**src/design/pcc_pkg.sv**
```systemverilog
package pcc_pkg;

    localparam int DATA_BITS_DEF      = 16;
    localparam int ROTATION_STEPS_DEF = 16;

    localparam int ZW = 34;

    localparam int UNITS_HALF = 23040;
    localparam int UNITS_FULL = 46080;

    localparam int MAG_LIMIT   = 46341;
    localparam int COORD_MAX   = 32767;
    localparam int COORD_MIN   = -32768;

    localparam logic signed [33:0] GAIN_Q32 = 34'sd2608131496;

    localparam logic signed [ZW-1:0] HALF_TURN    = 34'sd2147483648;
    localparam logic signed [ZW-1:0] QUARTER_TURN = 34'sd1073741824;

    localparam logic [31:0] PHASE_PER_UNIT = 32'd93206;
    localparam logic [20:0] PHASE_REM      = 21'd34;
    localparam logic [20:0] PHASE_BIAS     = 21'd22;
    localparam logic [42:0] RECIP_45       = 43'd2982617;
    localparam int          RECIP_SHIFT    = 27;

    typedef enum logic {
        OP_TO_POLAR = 1'b0,
        OP_TO_CART  = 1'b1
    } t_op;

    typedef struct packed {
        t_op  op;
        logic a_neg;
        logic b_neg;
        logic b_zero;
    } t_ctl;

    function automatic logic [31:0] atan_turn(input logic [4:0] idx);
        logic [31:0] v;
        case (idx)
            5'd0:    v = 32'h20000000;
            5'd1:    v = 32'h12E4051E;
            5'd2:    v = 32'h09FB385B;
            5'd3:    v = 32'h051111D4;
            5'd4:    v = 32'h028B0D43;
            5'd5:    v = 32'h0145D7E1;
            5'd6:    v = 32'h00A2F61E;
            5'd7:    v = 32'h00517C55;
            5'd8:    v = 32'h0028BE53;
            5'd9:    v = 32'h00145F2F;
            5'd10:   v = 32'h000A2F98;
            5'd11:   v = 32'h000517CC;
            5'd12:   v = 32'h00028BE6;
            5'd13:   v = 32'h000145F3;
            5'd14:   v = 32'h0000A2FA;
            5'd15:   v = 32'h0000517D;
            5'd16:   v = 32'h000028BE;
            5'd17:   v = 32'h0000145F;
            5'd18:   v = 32'h00000A30;
            5'd19:   v = 32'h00000518;
            5'd20:   v = 32'h0000028C;
            5'd21:   v = 32'h00000146;
            5'd22:   v = 32'h000000A3;
            5'd23:   v = 32'h00000051;
            5'd24:   v = 32'h00000029;
            5'd25:   v = 32'h00000014;
            5'd26:   v = 32'h0000000A;
            5'd27:   v = 32'h00000005;
            5'd28:   v = 32'h00000003;
            5'd29:   v = 32'h00000001;
            5'd30:   v = 32'h00000001;
            default: v = 32'h00000000;
        endcase
        return v;
    endfunction

endpackage

```
**src/design/pcc_cell.sv**
```systemverilog
module pcc_cell
    import pcc_pkg::*;
#(
    parameter int W    = DATA_BITS_DEF + 19,
    parameter int STEP = 0
) (
    input  logic                 i_clk,
    input  logic                 i_rst_n,
    input  logic                 i_valid,
    output logic                 o_ready,
    input  t_ctl                 i_ctl,
    input  logic signed [W-1:0]  i_x,
    input  logic signed [W-1:0]  i_y,
    input  logic signed [ZW-1:0] i_z,
    output logic                 o_valid,
    input  logic                 i_ready,
    output t_ctl                 o_ctl,
    output logic signed [W-1:0]  o_x,
    output logic signed [W-1:0]  o_y,
    output logic signed [ZW-1:0] o_z
);

    logic                 r_valid;
    t_ctl                 r_ctl;
    logic signed [W-1:0]  r_x, r_y, n_x, n_y;
    logic signed [ZW-1:0] r_z, n_z;
    logic signed [W-1:0]  w_dx, w_dy;
    logic signed [ZW-1:0] w_atan;
    logic                 w_ccw;

    assign o_ready = !r_valid || i_ready;

    assign w_dx   = i_y >>> STEP;
    assign w_dy   = i_x >>> STEP;
    assign w_atan = ZW'(atan_turn(5'(STEP)));
    assign w_ccw  = (i_ctl.op == OP_TO_CART) ? !i_z[ZW-1] : i_y[W-1];

    always_comb begin
        if (w_ccw) begin
            n_x = i_x - w_dx;
            n_y = i_y + w_dy;
            n_z = i_z - w_atan;
        end else begin
            n_x = i_x + w_dx;
            n_y = i_y - w_dy;
            n_z = i_z + w_atan;
        end
    end

    always_ff @(posedge i_clk) begin
        if (!i_rst_n) begin
            r_valid <= 1'b0;
        end else if (o_ready) begin
            r_valid <= i_valid;
        end
    end

    always_ff @(posedge i_clk) begin
        if (o_ready && i_valid) begin
            r_ctl <= i_ctl;
            r_x   <= n_x;
            r_y   <= n_y;
            r_z   <= n_z;
        end
    end

    assign o_valid = r_valid;
    assign o_ctl   = r_ctl;
    assign o_x     = r_x;
    assign o_y     = r_y;
    assign o_z     = r_z;

endmodule

```
**config.mk**
```make
export PLATFORM = sky130hd
export DESIGN_NAME = pcc_cell
export DESIGN_NICKNAME = d
export VERILOG_FILES = /design/src/design/pcc_pkg.sv /design/src/design/pcc_cell.sv
export SDC_FILE = /design/constraint.sdc
export NUM_CORES = 1
export LEC_CHECK = 0
export BUFFER_PORTS_ARGS = -buffer_cell sky130_fd_sc_hd__buf_2
export CORE_ASPECT_RATIO = 0.6
export CORE_MARGIN = 3
export CORE_UTILIZATION = 60
export DETAILED_ROUTE_END_ITERATION = 8
export PLACE_DENSITY = 0.87
export SYNTH_ARGS = -nofsm -noshare
export SYNTH_HDL_FRONTEND = slang
export SYNTH_SLANG_ARGS = --single-unit
```
**constraint.sdc**
```tcl
create_clock -name i_clk -period 6.1 [get_ports i_clk]
set_input_delay 0.61 -clock i_clk [delete_from_list [all_inputs] [get_ports i_clk]]
set_output_delay 0.61 -clock i_clk [all_outputs]
set_load 0.03 [all_outputs]
```
==> impl_metrics.env <==
export IMPL_status="completed"
export IMPL_cts_setup_buffers=0
export IMPL_drive_above_1_share_pct=20.8
export IMPL_drt_pass1_iterations=6
export IMPL_place_ws_ps=2250
export IMPL_ff2ff_path_depth=3
export IMPL_required_ps=6210
export IMPL_place_hpwl_um=26900
export IMPL_grt_pass1_vias=8943
export IMPL_overflow=0
export IMPL_end_kind="flip-flop"
export IMPL_min_path_type="input pin to flip-flop"
export IMPL_netlist_top_cell_by_area="edfxtp_1"
export IMPL_wire_per_inst_um=22.9
export IMPL_grt_pass1_wl_um=51000
export IMPL_slew_headroom_pct=35.6
export IMPL_nets=1502
export IMPL_finalSetupViolations=0
export IMPL_worstMarginPinSlew_ps=954
export IMPL_finClkSkew_ps=7.07
export IMPL_finalMaxSlewViolations=0
export IMPL_cts_hold_buf=0
export IMPL_final_setup_worst_slack_ps=2420
export IMPL_worstPathMaxFanout=19
export IMPL_crit_chain="buf_2 -> inv_1 -> ha_1 -> nand2_1 -> nor3_1 -> a211oi_1 -> nor4_1 -> o21ai_0 -> a31oi_1 -> xnor2_1"
export IMPL_cp_start_kind="input pin"
export IMPL_cts_buffer_depth=2
export IMPL_final_area_um2=11300
export IMPL_yosysMostFrequentCell="a21oi_1"
export IMPL_rows=35
export IMPL_synth_area_um2=9810
export IMPL_clkSlewWorstSetupHoldPaths_ps=90
export IMPL_hold_viol_final=0
export IMPL_ioPinCount=222
export IMPL_vdd_drop_max_v=0.000134
export IMPL_synth_common_cells="a21oi_1, inv_1, edfxtp_1, ha_1, o21ai_0"
export IMPL_worstHoldPathCells=1
export IMPL_ys_seq_elements=108
export IMPL_cts_resized=0
export IMPL_placed_area_um2=11000
export IMPL_grtUsageTotal_pct=36.6
export IMPL_min_to="o_z[10]$_DFFE_PP_"
export IMPL_syn_to_final_growth_pct=14.9
export IMPL_tritoncts="done"
export IMPL_die_height_um=105
export IMPL_r2r_end="o_z[4]$_DFFE_PP_"
export IMPL_period_minus_slack_ps=3680
export IMPL_post_route_period_util_pct=60.3
export IMPL_synthArstFlopShare_pct=0
export IMPL_critPathMaxStageDelay_ps=710
export IMPL_drc=0
export IMPL_port_buffers=221
export IMPL_drt_total_wl_um=34100
export IMPL_num_vias=9781
export IMPL_clock_sinks=108
export IMPL_power_density_nw_per_um2=240
export IMPL_start_util_pct=62.6
export IMPL_tns_ps=0
export IMPL_r2r_start="o_valid$_SDFFE_PN0N_"
export IMPL_num_antenna_cells=0
export IMPL_die_area_um2=18000
export IMPL_htreeDepth=3
export IMPL_min_from="i_z[10]"
export IMPL_cts_buffers=9
export IMPL_gp_congestion=0.991
export IMPL_drv_cap=0
export IMPL_crit_arrival_ps=3790
export IMPL_die_x_um=171
export IMPL_cts_root_buf="clkbuf_16"
export IMPL_worstSkewPairLatency_ps=350
export IMPL_worst_setup_path_type="input pin to flip-flop"
export IMPL_drtIter0Drc=1478
export IMPL_rrSetupSlack_ps=3850
export IMPL_worst_path_max_delay_cell="ha_1"
export IMPL_synth_warnings=0
export IMPL_ys_seq_area_share_pct=33.0
export IMPL_synth_edf_count=107
export IMPL_core_um2=15700
export IMPL_ys_types=80
export IMPL_grt_max_degree=68
export IMPL_p_leak_nw=4.99
export IMPL_vias_per_cell=6.57
export IMPL_antenna_found_initial=3
export IMPL_ant_nets=0
export IMPL_ys_flop_type="edfxtp_1"
export IMPL_synth_area_per_cell_um2=8.94
export IMPL_rsz0062_at_grt="no"
export IMPL_max_freq_mhz=272
export IMPL_synth_top_cell_area_share_pct=32.8
export IMPL_synth_cells=1097
export IMPL_syn_nets=1318
export IMPL_synth_area_leaders="edfxtp_1, ha_1, a21oi_1, xnor2_1, inv_1"
[cell type report]
cell class	instances	area (um^2)
well taps	203	254
multi-input cells	823	5920
inverters	115	432
clock buffers	10	239
fillers	1229	4410
clock inverters	6	62.6
flip-flops and latches	108	3230
repair buffers	224	1130
[sequential cells by signal, summed over array words and instances (netlist names)]
signal and flops:
o_valid 1, o_ctl 4, o_y 35, o_z 34, o_x 34
[worst max-delay path by stage]
stage	start	to
floorplan	i_ready	o_ctl[0]$_DFFE_PP_
global placement	i_x[9]	o_y[26]$_DFFE_PP_
detailed placement	i_x[9]	o_y[34]$_DFFE_PP_
CTS	i_x[9]	o_y[34]$_DFFE_PP_
global route	i_x[9]	o_y[34]$_DFFE_PP_
finish	i_x[9]	o_y[26]$_DFFE_PP_
[stage by stage]
stage / total power (W) / hold slack, ps / std cells / utilization (%)
3_5_place_dp: 0.00206 / 581 / 1473 / 70.0
6_report: 0.00270 / 420 / 1489 / 71.9
4_1_cts: 0.00267 / 419 / 1489 / 71.9
3_3_place_gp: 0.00204 / 512 / 1473 / 70.0
2_1_floorplan: 0.00173 / 709 / 1097 / -
5_1_grt: 0.00280 / 419 / 1489 / 71.9
[logic make-up after synthesis]
family	synth area share (%)
flops	33.0
buf+inv	6.67
mux	1.74
xor+xnor	6.07
fa+ha+maj	14.2
compound gates	25.7
simple gates	12.6
[placed cells by master, fill, tap and decap left out, types with 13 or more instances in the layout]
cell type,netlist,final
o21ai_0,84,84
xor2_1,13,13
nand4_1,20,20
nor2b_1,13,13
o211ai_1,17,17
nand2b_1,13,13
nand3_1,14,14
xnor2_1,55,55
edfxtp_1,107,107
o21a_1,13,13
mux2i_1,17,17
o21bai_1,24,24
nor2_1,64,64
buf_2,10,221
nand2_1,50,50
ha_1,105,105
inv_1,112,111
nor3_1,22,22
a21oi_1,121,121
a21o_1,23,23
[worst max-delay path, delay by kind of cell]
| family | cells | cell delay, ps |
|---|---|---|
| AND/OR/NAND/NOR | 3 | 1440 |
| buffers and inverters | 2 | 140 |
| AO/OA/AOI/OAI | 3 | 790 |
| XOR/XNOR | 1 | 80 |
| adder cells (fa/ha/maj) | 1 | 710 |
[power by group]
part           switching [W]  leakage, nW  internal [W]
logic               0.000757         3.80      0.000354
clock network       0.000320        0.149      0.000302
registers          0.0000277         1.04      0.000942
total                0.00111         4.99       0.00160
[layer usage]
layer / share of wire (%) / track usage [%] / vias up / wire length [um]
met5: 0.10 / 0 / - / 34
met2: 39 / 49.3 / 740 / 13200
li1: - / - / 4367 / -
met3: 16 / 15.2 / 67 / 5550
met4: 1.7 / 6.49 / 6 / 583
met1: 43 / 55.2 / 4601 / 14700
Note: power is estimated with default switching activity, not from simulation.
