## config.mk

```make
export PLATFORM = sky130hd
export DESIGN_NAME = pcc_post
export DESIGN_NICKNAME = d
export VERILOG_FILES = /design/src/design/pcc_pkg.sv /design/src/design/pcc_post.sv
export SDC_FILE = /design/constraint.sdc
export NUM_CORES = 1
export LEC_CHECK = 0
export BUFFER_PORTS_ARGS = -buffer_cell sky130_fd_sc_hd__buf_4
export CAP_MARGIN = 15
export CORE_UTILIZATION = 49
export CTS_CLUSTER_SIZE = 14
export DETAILED_ROUTE_END_ITERATION = 16
export MAX_ROUTING_LAYER = met4
export PLACE_DENSITY = 0.72
export SETUP_SLACK_MARGIN = 0.1
export SYNTH_ARGS = -nofsm -noshare
export SYNTH_HDL_FRONTEND = slang
export SYNTH_SLANG_ARGS = --single-unit
```

## constraint.sdc

```tcl
create_clock -name i_clk -period 6.9 [get_ports i_clk]
set_input_delay 0.69 -clock i_clk [delete_from_list [all_inputs] [get_ports i_clk]]
set_output_delay 0.69 -clock i_clk [all_outputs]
set_load 0.02 [all_outputs]
```

## src/design/pcc_pkg.sv

```systemverilog
package pcc_pkg;

    localparam int DATA_BITS_DEF      = 16;
    localparam int ROTATION_STEPS_DEF = 16;

    localparam int ZW = 34;

    localparam int UNITS_HALF = 23040;
    localparam int UNITS_FULL = 46080;

    localparam int MAG_LIMIT   = 46341;
    localparam int COORD_MAX   = 32767;
    localparam int COORD_MIN   = -32768;

    localparam logic signed [33:0] GAIN_Q32 = 34'sd2608131496;

    localparam logic signed [ZW-1:0] HALF_TURN    = 34'sd2147483648;
    localparam logic signed [ZW-1:0] QUARTER_TURN = 34'sd1073741824;

    localparam logic [31:0] PHASE_PER_UNIT = 32'd93206;
    localparam logic [20:0] PHASE_REM      = 21'd34;
    localparam logic [20:0] PHASE_BIAS     = 21'd22;
    localparam logic [42:0] RECIP_45       = 43'd2982617;
    localparam int          RECIP_SHIFT    = 27;

    typedef enum logic {
        OP_TO_POLAR = 1'b0,
        OP_TO_CART  = 1'b1
    } t_op;

    typedef struct packed {
        t_op  op;
        logic a_neg;
        logic b_neg;
        logic b_zero;
    } t_ctl;

    function automatic logic [31:0] atan_turn(input logic [4:0] idx);
        logic [31:0] v;
        case (idx)
            5'd0:    v = 32'h20000000;
            5'd1:    v = 32'h12E4051E;
            5'd2:    v = 32'h09FB385B;
            5'd3:    v = 32'h051111D4;
            5'd4:    v = 32'h028B0D43;
            5'd5:    v = 32'h0145D7E1;
            5'd6:    v = 32'h00A2F61E;
            5'd7:    v = 32'h00517C55;
            5'd8:    v = 32'h0028BE53;
            5'd9:    v = 32'h00145F2F;
            5'd10:   v = 32'h000A2F98;
            5'd11:   v = 32'h000517CC;
            5'd12:   v = 32'h00028BE6;
            5'd13:   v = 32'h000145F3;
            5'd14:   v = 32'h0000A2FA;
            5'd15:   v = 32'h0000517D;
            5'd16:   v = 32'h000028BE;
            5'd17:   v = 32'h0000145F;
            5'd18:   v = 32'h00000A30;
            5'd19:   v = 32'h00000518;
            5'd20:   v = 32'h0000028C;
            5'd21:   v = 32'h00000146;
            5'd22:   v = 32'h000000A3;
            5'd23:   v = 32'h00000051;
            5'd24:   v = 32'h00000029;
            5'd25:   v = 32'h00000014;
            5'd26:   v = 32'h0000000A;
            5'd27:   v = 32'h00000005;
            5'd28:   v = 32'h00000003;
            5'd29:   v = 32'h00000001;
            5'd30:   v = 32'h00000001;
            default: v = 32'h00000000;
        endcase
        return v;
    endfunction

endpackage

```

## src/design/pcc_post.sv

```systemverilog
module pcc_post
    import pcc_pkg::*;
#(
    parameter int DATA_BITS = DATA_BITS_DEF,
    parameter int W         = DATA_BITS_DEF + 19
) (
    input  logic                 i_clk,
    input  logic                 i_rst_n,
    input  logic                 i_valid,
    output logic                 o_ready,
    input  t_ctl                 i_ctl,
    input  logic signed [W-1:0]  i_x,
    input  logic signed [W-1:0]  i_y,
    input  logic signed [ZW-1:0] i_z,
    output logic                 o_valid,
    input  logic                 i_ready,
    output logic signed [16:0]   o_ra,
    output logic signed [15:0]   o_rb
);

    localparam logic signed [W:0] RoundHalf =
        {{(W - DATA_BITS + 1){1'b0}}, 1'b1, {(DATA_BITS - 1){1'b0}}};
    localparam logic signed [16:0] AngScale = 17'sd46080;

    logic                r_valid;
    logic signed [16:0]  r_ra, n_ra;
    logic signed [15:0]  r_rb, n_rb;

    logic signed [W:0]   w_xr, w_yr;
    logic signed [49:0]  w_tp;
    logic signed [17:0]  w_ang;

    assign o_ready = !r_valid || i_ready;

    assign w_xr  = ($signed({i_x[W-1], i_x}) + RoundHalf) >>> DATA_BITS;
    assign w_yr  = ($signed({i_y[W-1], i_y}) + RoundHalf) >>> DATA_BITS;
    assign w_tp  = i_z * AngScale;
    assign w_ang = 18'((w_tp + 50'sd2147483648) >>> 32);

    always_comb begin
        if (w_xr > MAG_LIMIT) begin
            n_ra = 17'(MAG_LIMIT);
        end else if (w_xr < -MAG_LIMIT) begin
            n_ra = 17'(-MAG_LIMIT);
        end else begin
            n_ra = 17'(w_xr);
        end

        if (i_ctl.op == OP_TO_CART) begin
            if (w_yr > COORD_MAX) begin
                n_rb = 16'(COORD_MAX);
            end else if (w_yr < COORD_MIN) begin
                n_rb = 16'(COORD_MIN);
            end else begin
                n_rb = 16'(w_yr);
            end
        end else if (i_ctl.b_zero) begin
            n_rb = i_ctl.a_neg ? 16'(UNITS_HALF) : 16'sd0;
        end else if (w_ang > UNITS_HALF) begin
            n_rb = 16'(UNITS_HALF);
        end else if (w_ang < -UNITS_HALF) begin
            n_rb = 16'(-UNITS_HALF);
        end else begin
            n_rb = 16'(w_ang);
        end
    end

    always_ff @(posedge i_clk) begin
        if (!i_rst_n) begin
            r_valid <= 1'b0;
        end else if (o_ready) begin
            r_valid <= i_valid;
        end
    end

    always_ff @(posedge i_clk) begin
        if (o_ready && i_valid) begin
            r_ra <= n_ra;
            r_rb <= n_rb;
        end
    end

    assign o_valid = r_valid;
    assign o_ra    = r_ra;
    assign o_rb    = r_rb;

endmodule
```

==> out/metrics.cfg <==
[clocking]
ctsHoldBuffers=0
path_clk_slew_ns=0.05
clk_latency_ns=0.28
clkSinkCount=34
cts_setup_buffers=0
cts_made_buffers=5
root_buffer=clkbuf_16
cts_tree=yes
htree_levels=2
ctsLongestPathBuffers=2

[floorplan]
ios=147
placementRows=45
design.core.area_um2=15100
start_util_pct=50.2
die_x_um=127
die-area_um2=16000
dieHeight_um=127

[finish]
register_area_um2=1010
fin_area_um2=9020
fillers=1381
nNetsFinal=1287
drive_above_1_share_pct=18.5
antennaDiodeCount=0
area_growth_pct=18.7
multi_input_area_um2=6120

[drt]
drcViolationCount=0
wirelength_um=16800
top_layer=met4
wl_met1_um=7890
drt_iter0_markers=281
wl_met3_um=485
ant_nets=0
vias_per_cell=5.64
avgRoutedWirePerCell_um=14.1
vias=6736
first_pass_iters=4
wl_met2_um=8170

[power]
ir_drop_v=0.000243
p_per_area_nw_per_um2=352
p_leak_uw=0.00410

[logic_synthesis]
postSynthAreaPerCell_um2=8.72
async_flop_share_pct=0
synth-seq-cells=34
synth_area_leaders=ha_1, fa_1, edfxtp_1, inv_1, xnor2_1
synthTopCellsByCount=inv_1, ha_1, nand2_1, fa_1, a21oi_1
synth_top_cell_area_share_pct=17.5
synth_most_common_cell=inv_1
synth.yosys.warnings=0
synth_top_cell_by_area=ha_1
yosysSeqAreaShare_pct=13.3
synth_edf_count=33
syn_nets=1152
yosysUniqueCellTypes=77
postSynthCellCount=871
synth_flop_cell=edfxtp_1
synth_area_um2=7600

[setup_path]
critPathRequiredTime_ns=6.88
crit_chain=buf_4 -> ha_1 -> ha_1 -> fa_1 -> inv_1 -> fa_1 -> inv_1 -> ha_1 -> nand2_1 -> o21ai_1 -> mux2_2 -> a41o_1 -> a31oi_4 -> o311ai_4 -> or3_1 -> or4_4 -> or3_4 -> a32oi_2 -> a22oi_4 -> o211ai_4 -> buf_12 -> o221ai_2
worstPathArrival_ns=6.44
crit_path_end_kind=flip-flop
path_max_fanout=8
path_common_cell=ha_1
critical_path_class=in -> reg
cp-start-kind=primary input
slowest_stage=or4_4
slowest_delay_ns=0.57
r2r_setup_slack_ns=5.59

[status]
status=completed

[place]
io_buffers=115
dp_hpwl_um=14500
place_area_um2=8870
place.gp.congestion=0.876

[sta]
min_period_ns=6.45
rsz0062_at_grt=false
slew-limit-headroom_pct=55.6
slew_violations=0
setup_viol=0
hold_viol_final=0
worst_pin_slew_ns=0.665
clock_skew_ns=0.00704
post-route-period-util_pct=93.5
setup_tns_ns=0
clock.fmax_mhz=155

[global_route]
grt_start_max_net_pins=34
antenna_found_initial=0
overflow=0
grtUsageTotal_pct=22.6
grt_pass1_vias=6619
grt_pass1_wl_um=29600

[flow_run]
drv_cap=0

[min_path]
hp-class=reg -> reg

per-layer routing:
| layer | GRT usage [%] | vias up |
|---|---|---|
| li1 | - | 3415 |
| met1 | 29.1 | 3169 |
| met2 | 39.1 | 127 |
| met3 | 1.77 | 25 |
| met4 | 4.54 | 0 |
| met5 | - | - |
stage by stage:
step	hold WS, ns	power (µW)	setup slack, ns	util [%]	std cells
2_1_floorplan	0.750	2180	0.579	-	871
3_3_place_gp	0.522	2910	0.222	58.6	1187
3_5_place_dp	0.566	2940	0.175	58.6	1187
4_1_cts	0.570	3170	0.442	59.5	1195
5_1_grt	0.579	3510	0.150	59.5	1195
6_report	0.571	3170	0.447	59.5	1195
layout make-up:
| cell class | count | area share (%) |
|---|---|---|
| timing repair buffer | 146 | 12.3 |
| multi-input combinational | 710 | 67.8 |
| inverter | 109 | 4.54 |
| tap | 188 | 2.61 |
| clock buffer | 6 | 1.43 |
| sequential | 34 | 11.2 |
| clock inverter | 2 | 0.0971 |
critical path, delay by kind of cell:
family,cells,cell delay [ns]
AO/OA/AOI/OAI,8,1.42
adder cells (fa/ha/maj),5,2.03
buffers and inverters,4,0.39
multiplexers,1,0.37
AND/OR/NAND/NOR,4,1.53
flip-flops by register name, summed over array words and instances, names as in the netlist:
signal and count:
o_rb 16, o_ra 17, o_valid 1
logic make-up (layout without fill, tap and decap cells):
group / Yosys count / after routing / share of synthesized area [%]
compound gates: 208 / 208 / 19.7
xor+xnor: 64 / 64 / 7.48
fa+ha+maj: 170 / 170 / 34.2
buf+inv: 127 / 263 / 6.34
flops: 34 / 34 / 13.3
mux: 6 / 6 / 0.840
simple gates: 262 / 262 / 18.2
cells in the final DEF, fill, tap and decap left out, types with 3 or more instances in the layout:
cell         n
nor2b_1      8
and3_1      15
nand2_1     68
xnor2_1     36
a211oi_1     8
xor2_1      27
o21ai_1     11
nand4_1     19
buf_4      145
nand2b_1     8
a21oi_1     58
edfxtp_1    33
nor3_1      21
a211oi_2     4
or3_1        4
o21bai_1     8
o211ai_1    10
a22oi_1      4
a21o_1       7
o2111ai_1    5
a21boi_0     3
nor2_1      45
clkbuf_16    5
o21a_1       6
nor4_2       4
fa_1        63
inv_1      109
o211a_1      3
nand3_1     33
mux2_2       3
and2_1      10
mux2i_1      3
and4_1       6
o21ai_0     32
nor3b_1      4
ha_1       106
o31ai_1      4
o221ai_2     8
a31oi_1      9
worst paths after layout:
check | startpoint | end | cells past startpoint
worst min-delay path | o_valid | o_valid | 2
worst max register to register | o_valid | o_rb[6] | 3
worst max-delay path | i_z[21] | o_rb[2] | 22
worst min register to register | o_valid | o_valid | 2
repair_timing:
action                                 CTS  global route
resized for setup                        0             2
endpoints found under the hold margin    0             0
setup endpoints to repair                0             7
power by group:
group	internal (µW)	leakage [µW]	total (µW)	switching [µW]
logic	1110	0.00370	2690	1580
registers	263	0.000328	270	7.05
clock network	132	0.0000683	210	78.6
Note: power is estimated with default switching activity, not from simulation.
