### src/design/pcc_pkg.sv
package pcc_pkg;

    localparam int DATA_BITS_DEF      = 16;
    localparam int ROTATION_STEPS_DEF = 16;

    localparam int ZW = 34;

    localparam int UNITS_HALF = 23040;
    localparam int UNITS_FULL = 46080;

    localparam int MAG_LIMIT   = 46341;
    localparam int COORD_MAX   = 32767;
    localparam int COORD_MIN   = -32768;

    localparam logic signed [33:0] GAIN_Q32 = 34'sd2608131496;

    localparam logic signed [ZW-1:0] HALF_TURN    = 34'sd2147483648;
    localparam logic signed [ZW-1:0] QUARTER_TURN = 34'sd1073741824;

    localparam logic [31:0] PHASE_PER_UNIT = 32'd93206;
    localparam logic [20:0] PHASE_REM      = 21'd34;
    localparam logic [20:0] PHASE_BIAS     = 21'd22;
    localparam logic [42:0] RECIP_45       = 43'd2982617;
    localparam int          RECIP_SHIFT    = 27;

    typedef enum logic {
        OP_TO_POLAR = 1'b0,
        OP_TO_CART  = 1'b1
    } t_op;

    typedef struct packed {
        t_op  op;
        logic a_neg;
        logic b_neg;
        logic b_zero;
    } t_ctl;

    function automatic logic [31:0] atan_turn(input logic [4:0] idx);
        logic [31:0] v;
        case (idx)
            5'd0:    v = 32'h20000000;
            5'd1:    v = 32'h12E4051E;
            5'd2:    v = 32'h09FB385B;
            5'd3:    v = 32'h051111D4;
            5'd4:    v = 32'h028B0D43;
            5'd5:    v = 32'h0145D7E1;
            5'd6:    v = 32'h00A2F61E;
            5'd7:    v = 32'h00517C55;
            5'd8:    v = 32'h0028BE53;
            5'd9:    v = 32'h00145F2F;
            5'd10:   v = 32'h000A2F98;
            5'd11:   v = 32'h000517CC;
            5'd12:   v = 32'h00028BE6;
            5'd13:   v = 32'h000145F3;
            5'd14:   v = 32'h0000A2FA;
            5'd15:   v = 32'h0000517D;
            5'd16:   v = 32'h000028BE;
            5'd17:   v = 32'h0000145F;
            5'd18:   v = 32'h00000A30;
            5'd19:   v = 32'h00000518;
            5'd20:   v = 32'h0000028C;
            5'd21:   v = 32'h00000146;
            5'd22:   v = 32'h000000A3;
            5'd23:   v = 32'h00000051;
            5'd24:   v = 32'h00000029;
            5'd25:   v = 32'h00000014;
            5'd26:   v = 32'h0000000A;
            5'd27:   v = 32'h00000005;
            5'd28:   v = 32'h00000003;
            5'd29:   v = 32'h00000001;
            5'd30:   v = 32'h00000001;
            default: v = 32'h00000000;
        endcase
        return v;
    endfunction

endpackage

### src/design/pcc_pre.sv
module pcc_pre
    import pcc_pkg::*;
#(
    parameter int DATA_BITS = DATA_BITS_DEF,
    parameter int W         = DATA_BITS_DEF + 19
) (
    input  logic                i_clk,
    input  logic                i_rst_n,
    input  logic                i_valid,
    output logic                o_ready,
    input  t_op                 i_op,
    input  logic signed [15:0]  i_a,
    input  logic signed [15:0]  i_b,
    output logic                o_valid,
    input  logic                i_ready,
    output t_ctl                o_ctl,
    output logic signed [W-1:0] o_x,
    output logic signed [W-1:0] o_y,
    output logic signed [ZW-1:0] o_z
);

    localparam int PW = 50;

    logic                r1_valid, r2_valid, r3_valid;
    logic                w_rdy1, w_rdy2, w_rdy3;

    logic signed [PW-1:0] w_prod_a, w_prod_b;
    logic signed [16:0]   w_b17, w_bw;
    logic [15:0]          w_n;
    t_ctl                 w_ctl;

    t_ctl                r1_ctl, r2_ctl, r3_ctl;
    logic signed [W-1:0] r1_x, r1_y, r2_x, r2_y, r3_x, r3_y;
    logic [15:0]         r1_n;
    logic [31:0]         r2_m;
    logic [15:0]         r2_q;
    logic signed [ZW-1:0] r3_z;

    logic [20:0]          w_v;
    logic [42:0]          w_qprod;
    logic signed [W-1:0]  n2_x, n2_y;
    logic [32:0]          w_sum;
    logic signed [ZW-1:0] w_z0;
    logic signed [ZW-1:0] n3_z;
    logic signed [W-1:0]  n3_x, n3_y;

    assign w_rdy3  = !r3_valid || i_ready;
    assign w_rdy2  = !r2_valid || w_rdy3;
    assign w_rdy1  = !r1_valid || w_rdy2;
    assign o_ready = w_rdy1;

    assign w_prod_a = i_a * GAIN_Q32;
    assign w_prod_b = i_b * GAIN_Q32;

    always_comb begin
        w_b17 = 17'(i_b);
        if (w_b17 >= UNITS_HALF) begin
            w_bw = w_b17 - 17'(UNITS_FULL);
        end else if (w_b17 < -UNITS_HALF) begin
            w_bw = w_b17 + 17'(UNITS_FULL);
        end else begin
            w_bw = w_b17;
        end
        w_n = 16'(w_bw + 17'(UNITS_HALF));
    end

    always_comb begin
        w_ctl.op     = i_op;
        w_ctl.a_neg  = i_a[15];
        w_ctl.b_neg  = i_b[15];
        w_ctl.b_zero = (i_b == 16'sd0);
    end

    always_comb begin
        w_v     = 21'(r1_n) * PHASE_REM + PHASE_BIAS;
        w_qprod = 43'(w_v) * RECIP_45;
        n2_x    = r1_x;
        n2_y    = r1_y;
        if (r1_ctl.op == OP_TO_POLAR && r1_ctl.a_neg) begin
            n2_x = -r1_x;
            n2_y = -r1_y;
        end
    end

    always_comb begin
        w_sum = 33'(r2_m) + 33'(r2_q);
        w_z0  = $signed(ZW'(w_sum)) - HALF_TURN;
        n3_x  = r2_x;
        n3_y  = r2_y;
        n3_z  = '0;
        if (r2_ctl.op == OP_TO_CART) begin
            n3_y = '0;
            n3_z = w_z0;
            if (w_z0 > QUARTER_TURN) begin
                n3_z = w_z0 - HALF_TURN;
                n3_x = -r2_x;
            end else if (w_z0 < -QUARTER_TURN) begin
                n3_z = w_z0 + HALF_TURN;
                n3_x = -r2_x;
            end
        end else if (r2_ctl.a_neg) begin
            n3_z = r2_ctl.b_neg ? -HALF_TURN : HALF_TURN;
        end
    end

    always_ff @(posedge i_clk) begin
        if (!i_rst_n) begin
            r1_valid <= 1'b0;
            r2_valid <= 1'b0;
            r3_valid <= 1'b0;
        end else begin
            if (w_rdy1) r1_valid <= i_valid;
            if (w_rdy2) r2_valid <= r1_valid;
            if (w_rdy3) r3_valid <= r2_valid;
        end
    end

    always_ff @(posedge i_clk) begin
        if (w_rdy1 && i_valid) begin
            r1_ctl <= w_ctl;
            r1_x   <= W'(w_prod_a >>> (32 - DATA_BITS));
            r1_y   <= W'(w_prod_b >>> (32 - DATA_BITS));
            r1_n   <= w_n;
        end
        if (w_rdy2 && r1_valid) begin
            r2_ctl <= r1_ctl;
            r2_x   <= n2_x;
            r2_y   <= n2_y;
            r2_m   <= 32'(r1_n) * PHASE_PER_UNIT;
            r2_q   <= 16'(w_qprod >> RECIP_SHIFT);
        end
        if (w_rdy3 && r2_valid) begin
            r3_ctl <= r2_ctl;
            r3_x   <= n3_x;
            r3_y   <= n3_y;
            r3_z   <= n3_z;
        end
    end

    assign o_valid = r3_valid;
    assign o_ctl   = r3_ctl;
    assign o_x     = r3_x;
    assign o_y     = r3_y;
    assign o_z     = r3_z;

endmodule

### config.mk
export PLATFORM = sky130hd
export DESIGN_NAME = pcc_pre
export DESIGN_NICKNAME = d
export VERILOG_FILES = /design/src/design/pcc_pkg.sv /design/src/design/pcc_pre.sv
export SDC_FILE = /design/constraint.sdc
export NUM_CORES = 2
export LEC_CHECK = 0
export ABC_AREA = 1
export BUFFER_PORTS_ARGS = -buffer_cell sky130_fd_sc_hd__buf_2
export CORE_MARGIN = 2
export CORE_UTILIZATION = 30
export DETAILED_ROUTE_END_ITERATION = 10
export SKIP_CTS_REPAIR_TIMING = 1
export SYNTH_ARGS = -nofsm -noshare
export SYNTH_HDL_FRONTEND = slang
export SYNTH_SLANG_ARGS = --single-unit
### constraint.sdc
create_clock -name i_clk -period 9.2 [get_ports i_clk]
set_input_delay 0.92 -clock i_clk [delete_from_list [all_inputs] [get_ports i_clk]]
set_output_delay 0.92 -clock i_clk [all_outputs]
set_load 0.005 [all_outputs]
==> impl_metrics.ini <==
[min_path]
min_path_type = reg2reg
whs_endpoint = o_ctl[0]
hp-start = r2_ctl[0]
min_path_cells = 0

[layout]
nFillCells = 15470
area_delta_synth_final_pct = 10.34
design_area_mm2 = 0.04906
n_antenna_cell = 0
layout.nets = 6391
drive_above_1_share_pct = 5.587

[drt]
vias_per_cell = 4.651
drt-pass1-iter-count = 5
drtIter0Drc = 1975
ant_nets = 0
wl_per_cell_um = 17.36
drc = 0
wl_mm = 123.3
vias = 33030

[global_routing]
grt_pass1_vias = 34050
antenna_found_initial = 6
grt_max_degree = 76
track_usage_pct = 16.53
grt_overflow = 0
grt_pass1_wl_mm = 195.6

[synthesis]
synth_edf_count = 315
synth_ff_type = edfxtp_1
synthCells = 4980
yosysUniqueCellTypes = 54
ys_async_sr_fraction_pct = 0
ys_ff_latch = 318
syn-num-nets = 6228
ys_seq_area_share_pct = 21.41
yosys_warnings = 0
avgSynthCellArea_um2 = 8.928
syn_area_mm2 = 0.04446

[clock_network]
clkTransAtPathRegs_ns = 0.06
clock_path_buffers = 3
h-tree-depth = 2
cts_sinks = 318
clock_latency_ns = 0.61
cts_made_buffers = 40
clockRootBuffer = clkbuf_16
cts_tree = yes

[critical_path]
cp_slowest_cell = fa_1
critPathCaptureType = flop
rr_worst_depth = 37
startpoint = r1_n[1]
startpoint_type = flop
rr_endpoint = r2_q[15]
required_ns = 9.54
rrSetupSlack_ns = 0.63
reg2reg_from = r1_n[1]
cp_max_fo = 7
critPathMaxStageDelay_ns = 0.56
worstPathArrival_ns = 8.91
critical_path_class = reg2reg
worst_path_most_repeated_cell = nand2_1

[placed_design]
place_congestion = 0.9279
placed_area_mm2 = 0.04752
pre_cts_slack_ns = 0.4495
dp_hpwl_mm = 105.5
io_buffers = 146

[floorplan]
initial_utilization_pct = 30.15
dieArea_mm2 = 0.1513
io_pins = 147
die_h_um = 389.0
core_area_mm2 = 0.1475
dieWidth_um = 389.0
row_count = 141

[timing]
worst_slack_ns = 0.6265
finalHoldViolCount = 0
slew_headroom_pct = 32.55
period_share_pct = 93.19
setup_viol = 0
worstMarginPinSlew_ns = 1.001
period_needed_ns = 8.574
drv_slew = 0
fmax_mhz = 116.6
fin_worst_skew_ns = 0.07296

[job]
maxCapViolCount = 0

[status]
outcome = finished, final reports clean
registers in the layout (all words and copies together) (netlist names):
name,flops
o_x,35
r2_x,35
r1_x,33
r1_y,33
o_ctl,4
r1_ctl,4
r2_valid,1
r1_n,16
r2_ctl,4
r2_y,35
r2_m,31
o_valid,1
o_y,35
o_z,34
r1_valid,1
r2_q,16
cell type report:
type / count / area, µm² / share of cell area, %
multi-input combinational: 3465 / 30400 / 61.96
sequential: 318 / 9519 / 19.40
inverter: 1157 / 4350 / 8.867
tap: 1930 / 2415 / 4.922
clock buffer: 42 / 1008 / 2.056
timing repair buffer: 161 / 843.3 / 1.719
clock inverter: 30 / 526.8 / 1.074
cell usage after synthesis, types with 12 or more instances:
cell type,count,area (µm²)
nand3_1,150,750.7
nor4_1,17,106.4
a31oi_1,35,219.0
nor2_1,377,1415
nand2_2,12,75.07
ha_1,673,8421
o21ai_0,146,730.7
nand4_1,44,275.3
fa_1,538,10770
a21oi_1,243,1216
o21a_1,16,120.1
nand2_1,822,3085
xnor2_1,88,770.7
nor3_1,39,195.2
clkbuf_1,17,63.81
inv_1,1146,4302
edfxtp_1,315,9459
xor2_1,153,1340
how the worst max path moves through the flow:
stage / to / slack, ns / cells past startpoint
after floorplan: r2_q[15] / 1.32 / 36
after global placement: r2_q[15] / 0.52 / 32
after detailed placement: r2_q[15] / 0.45 / 32
after CTS: r2_q[15] / 0.41 / 32
after global routing: r2_q[15] / -0.002 / 37
final: r2_q[15] / 0.63 / 37
per-stage QoR:
step                      std cells   TNS (ns)  hold slack [ns]  utilization, %
after floorplan                4980          0           0.4003               -
after global placement         7031          0           0.4141           32.22
after detailed placement       7031          0           0.4099           32.22
after CTS                      7103          0           0.4239           33.26
after global routing           7103  -0.001904           0.4366           33.26
final                          7103          0           0.4201           33.26
cell usage in the layout (no fill, tap or decap), types with 7 or more instances in the layout:
| cell type | n |
|---|---|
| o211ai_1 | 7 |
| edfxtp_1 | 315 |
| nor2_1 | 376 |
| xor2_1 | 152 |
| or2_2 | 10 |
| nand3b_1 | 11 |
| nor3_1 | 39 |
| o21ai_1 | 7 |
| buf_2 | 146 |
| clkbuf_16 | 40 |
| inv_1 | 1143 |
| nand4_1 | 44 |
| nor2_2 | 8 |
| o21a_1 | 16 |
| nand2_2 | 12 |
| o31ai_1 | 7 |
| inv_2 | 9 |
| nor4_1 | 17 |
| a31oi_1 | 35 |
| o21ai_0 | 145 |
| xnor2_1 | 88 |
| nand3_1 | 150 |
| bufinv_16 | 11 |
| o21bai_1 | 11 |
| nand2_1 | 822 |
| ha_1 | 673 |
| buf_4 | 15 |
| a21oi_1 | 242 |
| nor3_2 | 7 |
| fa_1 | 538 |
worst max-delay path, delay by kind of cell (launching register included):
family | cells | cell delay (ns)
and+or+nand+nor | 17 | 2.10
adders and majority gates | 10 | 4.26
buffers and inverters | 6 | 0.44
xor gates and xnor gates | 2 | 0.47
DFF | 1 | 0.50
AOI/OAI and AO/OA | 2 | 0.52
metal layers:
metal	track usage, %	vias up	share of wire [%]
met3	3.233	103	6.4
met2	26.50	778	45
li1	-	16100	-
met4	2.727	2	1.4
met5	0	-	0.011
met1	23.38	16060	48
cell families (layout without fill, tap and decap cells):
| group | after synthesis | in the layout | synth area share, % |
|---|---|---|---|
| xor gates and xnor gates | 241 | 241 | 4.747 |
| DFF | 318 | 318 | 21.41 |
| and+or+nand+nor | 1508 | 1508 | 14.11 |
| adders and majority gates | 1211 | 1211 | 43.16 |
| buffers and inverters | 1197 | 1390 | 10.31 |
| AOI/OAI and AO/OA | 505 | 505 | 6.264 |
Power is left out: the tool's default activity adds up to more than one toggle a clock period on the data nets, which glitch-free logic cannot reach.
